[src/rtl/dqe_pkg.sv]
// shared types and constants for the double-ended queue
package dqe_pkg;

  localparam int DEPTH_DEF      = 16;
  localparam int DATA_WIDTH_DEF = 64;
  localparam int WORD_W         = 64;
  localparam int COUNT_W        = 5;

  typedef enum logic [2:0] {
    OP_PUSH_FRONT = 3'd0,
    OP_PUSH_BACK  = 3'd1,
    OP_POP_FRONT  = 3'd2,
    OP_POP_BACK   = 3'd3,
    OP_PEEK_FRONT = 3'd4,
    OP_PEEK_BACK  = 3'd5,
    OP_REVERSE    = 3'd6,
    OP_CLEAR      = 3'd7
  } op_t;

  typedef enum logic [1:0] {
    ST_OK    = 2'd0,
    ST_EMPTY = 2'd1,
    ST_FULL  = 2'd2
  } status_t;

  typedef struct packed {
    op_t               op;
    logic [WORD_W-1:0] value;
  } req_t;

  typedef struct packed {
    logic [WORD_W-1:0]  data;
    status_t            status;
    logic [COUNT_W-1:0] count;
  } rsp_t;

  // result info that travels beside the ram read data
  typedef struct packed {
    logic               rd;
    status_t            status;
    logic [COUNT_W-1:0] count;
  } meta_t;

endpackage

[src/rtl/dqe_ram.sv]
// generic single-port ram with registered read
module dqe_ram #(
  parameter int WIDTH = 64,
  parameter int DEPTH = 16
) (
  input  logic                     clk,
  input  logic                     we,
  input  logic                     re,
  input  logic [$clog2(DEPTH)-1:0] addr,
  input  logic [WIDTH-1:0]         wdata,
  output logic [WIDTH-1:0]         rdata
);

  logic [WIDTH-1:0] mem [DEPTH];

  always_ff @(posedge clk) begin
    if (we) begin
      mem[addr] <= wdata;
    end
    if (re) begin
      rdata <= mem[addr];
    end
  end

endmodule

[src/rtl/dqe_ctrl.sv]
// ring pointer state, operation decode and ram access
module dqe_ctrl import dqe_pkg::*; #(
  parameter int DEPTH      = DEPTH_DEF,
  parameter int DATA_WIDTH = DATA_WIDTH_DEF
) (
  input  logic                     clk,
  input  logic                     rst,
  input  logic                     take,
  input  req_t                     req,
  output logic                     ram_we,
  output logic                     ram_re,
  output logic [$clog2(DEPTH)-1:0] ram_addr,
  output logic [DATA_WIDTH-1:0]    ram_wdata,
  output meta_t                    meta
);

  localparam int AW = $clog2(DEPTH);
  localparam int CW = $clog2(DEPTH + 1);
  localparam int SW = AW + 1;

  logic [AW-1:0] head, head_next;
  logic [CW-1:0] count, count_next;
  logic          reversed, reversed_next;

  logic          at_front, phys_front, full, empty;
  logic [SW-1:0] tail_sum, back_sum;
  logic [AW-1:0] tail_idx, back_idx, prev_head, succ_head;
  logic          we, re, rd;
  status_t       status;
  logic [AW-1:0] addr;

  assign at_front   = (req.op == OP_PUSH_FRONT) || (req.op == OP_POP_FRONT) ||
                      (req.op == OP_PEEK_FRONT);
  assign phys_front = at_front ^ reversed;
  assign full       = (count == CW'(DEPTH));
  assign empty      = (count == '0);

  // ring positions; while the queue holds a word, each sum stays below twice the depth
  assign tail_sum  = SW'(head) + SW'(count);
  assign back_sum  = tail_sum - SW'(1);
  assign tail_idx  = (tail_sum >= SW'(DEPTH)) ? AW'(tail_sum - SW'(DEPTH)) : AW'(tail_sum);
  assign back_idx  = (back_sum >= SW'(DEPTH)) ? AW'(back_sum - SW'(DEPTH)) : AW'(back_sum);
  assign prev_head = (head == '0) ? AW'(DEPTH - 1) : head - AW'(1);
  assign succ_head = (head == AW'(DEPTH - 1)) ? '0 : head + AW'(1);

  always_comb begin
    head_next     = head;
    count_next    = count;
    reversed_next = reversed;
    we            = 1'b0;
    re            = 1'b0;
    rd            = 1'b0;
    status        = ST_OK;
    addr          = phys_front ? head : back_idx;
    unique case (req.op)
      OP_PUSH_FRONT, OP_PUSH_BACK: begin
        addr = phys_front ? prev_head : tail_idx;
        if (full) begin
          status = ST_FULL;
        end else begin
          we         = 1'b1;
          count_next = count + CW'(1);
          if (phys_front) begin
            head_next = prev_head;
          end
        end
      end
      OP_POP_FRONT, OP_POP_BACK: begin
        if (empty) begin
          status = ST_EMPTY;
        end else begin
          re         = 1'b1;
          rd         = 1'b1;
          count_next = count - CW'(1);
          if (phys_front) begin
            head_next = succ_head;
          end
        end
      end
      OP_PEEK_FRONT, OP_PEEK_BACK: begin
        if (empty) begin
          status = ST_EMPTY;
        end else begin
          re = 1'b1;
          rd = 1'b1;
        end
      end
      OP_REVERSE: begin
        if (empty) begin
          status = ST_EMPTY;
        end else begin
          reversed_next = !reversed;
        end
      end
      OP_CLEAR: begin
        head_next     = '0;
        count_next    = '0;
        reversed_next = 1'b0;
      end
    endcase
  end

  assign ram_we    = take && we;
  assign ram_re    = take && re;
  assign ram_addr  = addr;
  assign ram_wdata = req.value[DATA_WIDTH-1:0];

  always_ff @(posedge clk) begin
    if (rst) begin
      head     <= '0;
      count    <= '0;
      reversed <= 1'b0;
    end else if (take) begin
      head     <= head_next;
      count    <= count_next;
      reversed <= reversed_next;
    end
  end

  always_ff @(posedge clk) begin
    if (take) begin
      meta.rd     <= rd;
      meta.status <= status;
      meta.count  <= COUNT_W'(count_next);
    end
  end

endmodule

[src/rtl/dqe_out.sv]
// result stage beside the ram read register and the output register
module dqe_out import dqe_pkg::*; #(
  parameter int DATA_WIDTH = DATA_WIDTH_DEF
) (
  input  logic                  clk,
  input  logic                  rst,
  input  logic                  take,
  input  meta_t                 meta,
  input  logic [DATA_WIDTH-1:0] ram_rdata,
  input  logic                  rsp_stall,
  output logic                  rsp_valid,
  output rsp_t                  rsp,
  output logic                  open
);

  logic mid_valid;
  logic load;

  assign load = mid_valid && (!rsp_valid || !rsp_stall);
  assign open = !mid_valid || load;

  always_ff @(posedge clk) begin
    if (rst) begin
      mid_valid <= 1'b0;
      rsp_valid <= 1'b0;
    end else begin
      if (take) begin
        mid_valid <= 1'b1;
      end else if (load) begin
        mid_valid <= 1'b0;
      end
      if (load) begin
        rsp_valid <= 1'b1;
      end else if (!rsp_stall) begin
        rsp_valid <= 1'b0;
      end
    end
  end

  always_ff @(posedge clk) begin
    if (load) begin
      rsp.data   <= meta.rd ? WORD_W'(ram_rdata) : '0;
      rsp.status <= meta.status;
      rsp.count  <= meta.count;
    end
  end

endmodule

[src/rtl/double_ended_queue_core.sv]
// double-ended queue core: ring store with head pointer, fill count and direction flag
// path: a result is registered beside the ram read data in the middle stage, then moves
// into the output register, which holds it while the response is stalled
// throughput: one word per cycle unless stalled; single ram port, <= one access per word
// reset: head, count and direction clear at once; the store keeps its contents
// and is only read at entries a push has written
module double_ended_queue_core import dqe_pkg::*; #(
  parameter int DEPTH      = DEPTH_DEF,
  parameter int DATA_WIDTH = DATA_WIDTH_DEF
) (
  input  logic clk,
  input  logic rst,
  // request channel
  input  logic req_valid,
  output logic req_stall,
  input  req_t req,
  // response channel
  output logic rsp_valid,
  input  logic rsp_stall,
  output rsp_t rsp
);

  localparam int AW = $clog2(DEPTH);

  logic                  take;
  logic                  open;
  logic                  ram_we;
  logic                  ram_re;
  logic [AW-1:0]         ram_addr;
  logic [DATA_WIDTH-1:0] ram_wdata;
  logic [DATA_WIDTH-1:0] ram_rdata;
  meta_t                 meta;

  // a word enters whenever the middle stage is empty or moving on
  assign req_stall = !open;
  assign take      = req_valid && open;

  // pointer state and decode; updates state and drives the ram on the accept edge
  dqe_ctrl #(
    .DEPTH      (DEPTH),
    .DATA_WIDTH (DATA_WIDTH)
  ) u_ctrl (
    .clk       (clk),
    .rst       (rst),
    .take      (take),
    .req       (req),
    .ram_we    (ram_we),
    .ram_re    (ram_re),
    .ram_addr  (ram_addr),
    .ram_wdata (ram_wdata),
    .meta      (meta)
  );

  // ring store; read data holds until the next read so a stalled result keeps it
  dqe_ram #(
    .WIDTH (DATA_WIDTH),
    .DEPTH (DEPTH)
  ) u_ram (
    .clk   (clk),
    .we    (ram_we),
    .re    (ram_re),
    .addr  (ram_addr),
    .wdata (ram_wdata),
    .rdata (ram_rdata)
  );

  // output register; the response stall reaches the request stall combinationally
  dqe_out #(
    .DATA_WIDTH (DATA_WIDTH)
  ) u_out (
    .clk       (clk),
    .rst       (rst),
    .take      (take),
    .meta      (meta),
    .ram_rdata (ram_rdata),
    .rsp_stall (rsp_stall),
    .rsp_valid (rsp_valid),
    .rsp       (rsp),
    .open      (open)
  );

endmodule
[config.mk]
export PLATFORM = sky130hd
export DESIGN_NAME = double_ended_queue_core
export DESIGN_NICKNAME = d
export VERILOG_FILES = /design/src/rtl/dqe_pkg.sv /design/src/rtl/dqe_ram.sv /design/src/rtl/dqe_ctrl.sv /design/src/rtl/dqe_out.sv /design/src/rtl/double_ended_queue_core.sv
export SDC_FILE = /design/constraint.sdc
export NUM_CORES = 1
export LEC_CHECK = 0
export BUFFER_PORTS_ARGS = -buffer_cell sky130_fd_sc_hd__buf_2
export CAP_MARGIN = 15
export CORE_MARGIN = 8
export CORE_UTILIZATION = 67
export CTS_CLUSTER_SIZE = 8
export DETAILED_ROUTE_END_ITERATION = 10
export PLACE_DENSITY_LB_ADDON = 0.3
export SYNTH_ARGS = -nofsm -noshare
export SYNTH_HDL_FRONTEND = slang
export SYNTH_SLANG_ARGS = --single-unit
[constraint.sdc]
create_clock -name clk -period 19.6 [get_ports clk]
set_input_delay 5.88 -clock clk [delete_from_list [all_inputs] [get_ports clk]]
set_output_delay 5.88 -clock clk [all_outputs]
set_load 0.01 [all_outputs]
==> flow_summary.toml <==
[timing]
setup_total_negative_slack_ns = 0
report.final.slew_viol_count = 0
setup_repair_after_global_routing_missed_its_margin = "false"
hold_slack_ns = 0.4147
final.period_utilization_pct = 62.49
setup_viols_final = 0
hold_viol_final = 0
fmax_ghz = 0.08164
period_needed_ns = 12.25
tightestPinTransition_ns = 1.205
final.setup_skew_ns = 0.03442
timing.slew.headroom_pct = 19.64

[clock_tree]
cts_made_buffers = 165
cts-root-to-sink-buffers = 3
cts_tree = "yes"
postCtsSetupBuffers = 0
cts-hold-fix-buffers = 0
clock_tree_sinks = 1179
ctsHtreeMaxLevel = 4
clk-insertion-delay-late_ns = 0.75
post_cts_resize_count = 0
path_clk_slew_ns = 0.05
clk_root_buffer_cell = "clkbuf_16"

[worst_setup_path]
worst_setup_path_start_kind = "input pin"
r2r-start = "u_ctrl.head[0]"
timing.critical_path.from = "rsp_stall"
worstPathRequired_ns = 13.72
crit_end = "req_stall"
ff2ff_path_depth = 15
terminus_of_the_critical_flop_to_flop_path = "u_ram.rdata[44]"
nature_of_the_critical_path_endpoint = "primary output"
timing.reg2reg.setup_slack_ns = 12.99
timing.critical_path.arrival_ns = 6.37
critical_path.max_fanout = 3
worst-setup-path-type = "input pin to primary output"

[routing]
detail_route.wl_per_cell_um = 26.62
detail_route.wirelength_um = 99520
detail_route.drc_violations = 0
first_pass_iters = 5
vias = 23640
drt.antenna.violating_nets = 0
route.detailed.vias_per_inst = 6.323
drtIter0Drc = 2150

[grt]
first_global_vias = 24700
globalRoute.busiestLayer = "met2"
met2_use_gr_pct = 43.18
groute.usage.overall_pct = 25.16
congestion_overflow_gr = 0
grtUsageMet3_pct = 5.113
initial_antenna_violation_count = 12
grt_first_pass_wirelength_um = 148900
grt_max_degree = 128
use_met1_pct = 32.14

[floorplanning]
floorplan.die_area_mm2 = 0.07948
floorplan.die.height_um = 281.9
floorplan.initialDensity_pct = 67.66
die_w_um = 281.9
boundaryPins = 144
std_cell_rows = 97
core_outline_area_mm2 = 0.07003

[power]
sw_frac_of_total_pct = 23.87
power.internal_mw = 4.726
ir_drop_mv = 0.09848
power-per-cell-area_mw_per_mm2 = 116.1
comb_power_share_pct = 13.7
p_switching_mw = 1.482
cellLeakagePower_nw = 20.26
clock_network_fraction_of_total_power_pct = 40.1
power_frac_seq_pct = 46.1

[logic_synthesis]
synthFlopType = "edfxtp_1"
post_synth_num_cell_types = 57
synthesis.yosys.warnings = 0
yosysSeqAreaShare_pct = 74.47
post_synth_inst_count = 2534
post_synthesis_async_set_or_reset_flop_share_pct = 0
syn-cell-area_mm2 = 0.04738
postSynthRegisterBits = 1179
synthesis.area_per_instance_um2 = 18.70
synth.largest_area_cell = "edfxtp_1"
synth-edff-count = 1167
synth.top_cell.area_share_pct = 73.96
synth_top_cells_by_area = "edfxtp_1 (74%), mux2i_1 (20%), and2_1 (0.86%)"
mappedNetlistNets = 2614

[final_layout]
total_area_of_multi_input_combinational_cells_mm2 = 0.01136
final_layout_size_suffix_gt1_share_pct = 14.58
final-seq-area_mm2 = 0.03528
fillers = 3839
final_net_count = 2848
final_core_util_pct = 76.37
area_growth_pct = 12.88

[job]
maxCapViolCount = 0

[placement]
routabilityCongestion = 0.7993
io_buffer_count = 143
detailedPlacementHpwl_um = 48360

[status]
outcome = "finished clean"

[min_path]
hold_path_class = "register to register"
[how the worst min path moves through the flow]
stage | start | to | slack, ns | depth (start not counted)
after floorplan | u_ctrl.meta[0] | u_out.rsp[0] | 0.40 | 0
after global placement | u_ctrl.meta[6] | u_out.rsp[6] | 0.40 | 0
after detailed placement | u_ctrl.meta[2] | u_out.rsp[2] | 0.41 | 0
after CTS | u_ctrl.meta[2] | u_out.rsp[2] | 0.41 | 0
after global routing | u_ctrl.meta[2] | u_out.rsp[2] | 0.43 | 0
final | u_ctrl.meta[2] | u_out.rsp[2] | 0.41 | 0
[logic make-up after synthesis]
kind of cell,synth area share [%]
simple gates,2.073
xor+xnor,0.1637
fa+ha+maj,0.2535
flops,74.47
mux,20.39
buf+inv,1.859
compound gates,0.7949
[power groups by stage]
| stage | clock [mW] | sequential (mW) | combinational (mW) |
|---|---|---|---|
| after floorplan | 0 | 2.91 | 0.660 |
| after global placement | 0 | 2.91 | 0.816 |
| after detailed placement | 0 | 2.91 | 0.848 |
| after CTS | 2.52 | 2.86 | 0.856 |
| after global routing | 2.62 | 2.86 | 0.911 |
| final | 2.49 | 2.86 | 0.853 |
[per-layer routing]
layer | wire length (µm) | part of all wire [%]
met1 | 39850 | 40
met2 | 50760 | 51
met3 | 6505 | 6.5
met4 | 2341 | 2.4
met5 | 59 | 0.059
[cell type report]
cell class	instances	share of cell area, %
timing repair buffer	197	2.143
antenna	6	0.02807
clock inverter	13	0.3907
inverter	12	0.08422
multi-input combinational	1213	21.25
tap	940	2.199
clock buffer	178	7.931
sequential	1179	65.97
[stage by stage]
stage | area, µm² | power, mW | std cells | worst slack (ns)
after global routing | 53470 | 6.398 | 3733 | 7.321
after global placement | 49020 | 3.723 | 3541 | 7.334
after CTS | 53470 | 6.242 | 3732 | 7.348
final | 53480 | 6.208 | 3738 | 7.351
after detailed placement | 49020 | 3.756 | 3541 | 7.349
after floorplan | 47380 | 3.574 | 2534 | 4.888
[cell usage in the layout, fill, tap and decap left out, types with 3 or more instances in the layout]
master	count
nand2b_1	5
a211oi_1	3
mux2i_1	965
or2_1	3
nor2_1	25
xnor2_1	4
clkbuf_1	10
nor3_1	7
o21ai_0	6
nand2_1	24
inv_16	6
edfxtp_1	1167
o21bai_1	3
dfxtp_1	12
xor2_1	3
nor3_4	4
and2_1	64
ha_1	8
clkbuf_16	168
nor3_2	5
buf_2	143
nor2b_1	3
a31oi_1	3
inv_1	10
buf_4	52
nor4_1	3
o21ai_1	4
nand3_1	10
diode_2	6
nor4_2	5
inv_6	4
a21oi_1	21
[flip-flops by register name, indices dropped and copies added (netlist names)]
| name | count |
|---|---|
| u_ctrl.meta | 8 |
| u_ram.mem | 1024 |
| u_out.rsp | 71 |
| u_out.mid_valid | 1 |
| u_ctrl.count | 5 |
| u_ctrl.head | 4 |
| u_ram.rdata | 64 |
| u_ctrl.reversed | 1 |
| u_out.rsp_valid | 1 |
[critical path, cell delays in order]
cell and delay (ns):
buf_2 0.13, nand3_1 0.11, inv_1 0.11, buf_2 0.14
[cells in the mapped netlist (2+ instances only)]
master and instances:
buf_2 74, nor4_1 8, nand3_1 10, a21o_1 2
nor2b_1 3, inv_1 10, buf_12 9, o21ai_1 4
or3_1 2, a31oi_1 3, nor3b_1 2, a211o_1 2
xor2_1 3, nor2_1 26, a22oi_1 2, buf_4 23
and2_1 65, nor3_2 3, nand2_1 24, ha_1 8
o21bai_1 3, o32ai_1 2, o21ai_0 6, a211oi_1 3
clkbuf_1 21, buf_8 2, nor3_1 12, dfxtp_1 12
edfxtp_1 1167, mux2i_1 965, inv_2 2, or2_1 3
a21oi_1 22, nand2b_1 5, xnor2_1 4
(Power assumes the default switching activity.)
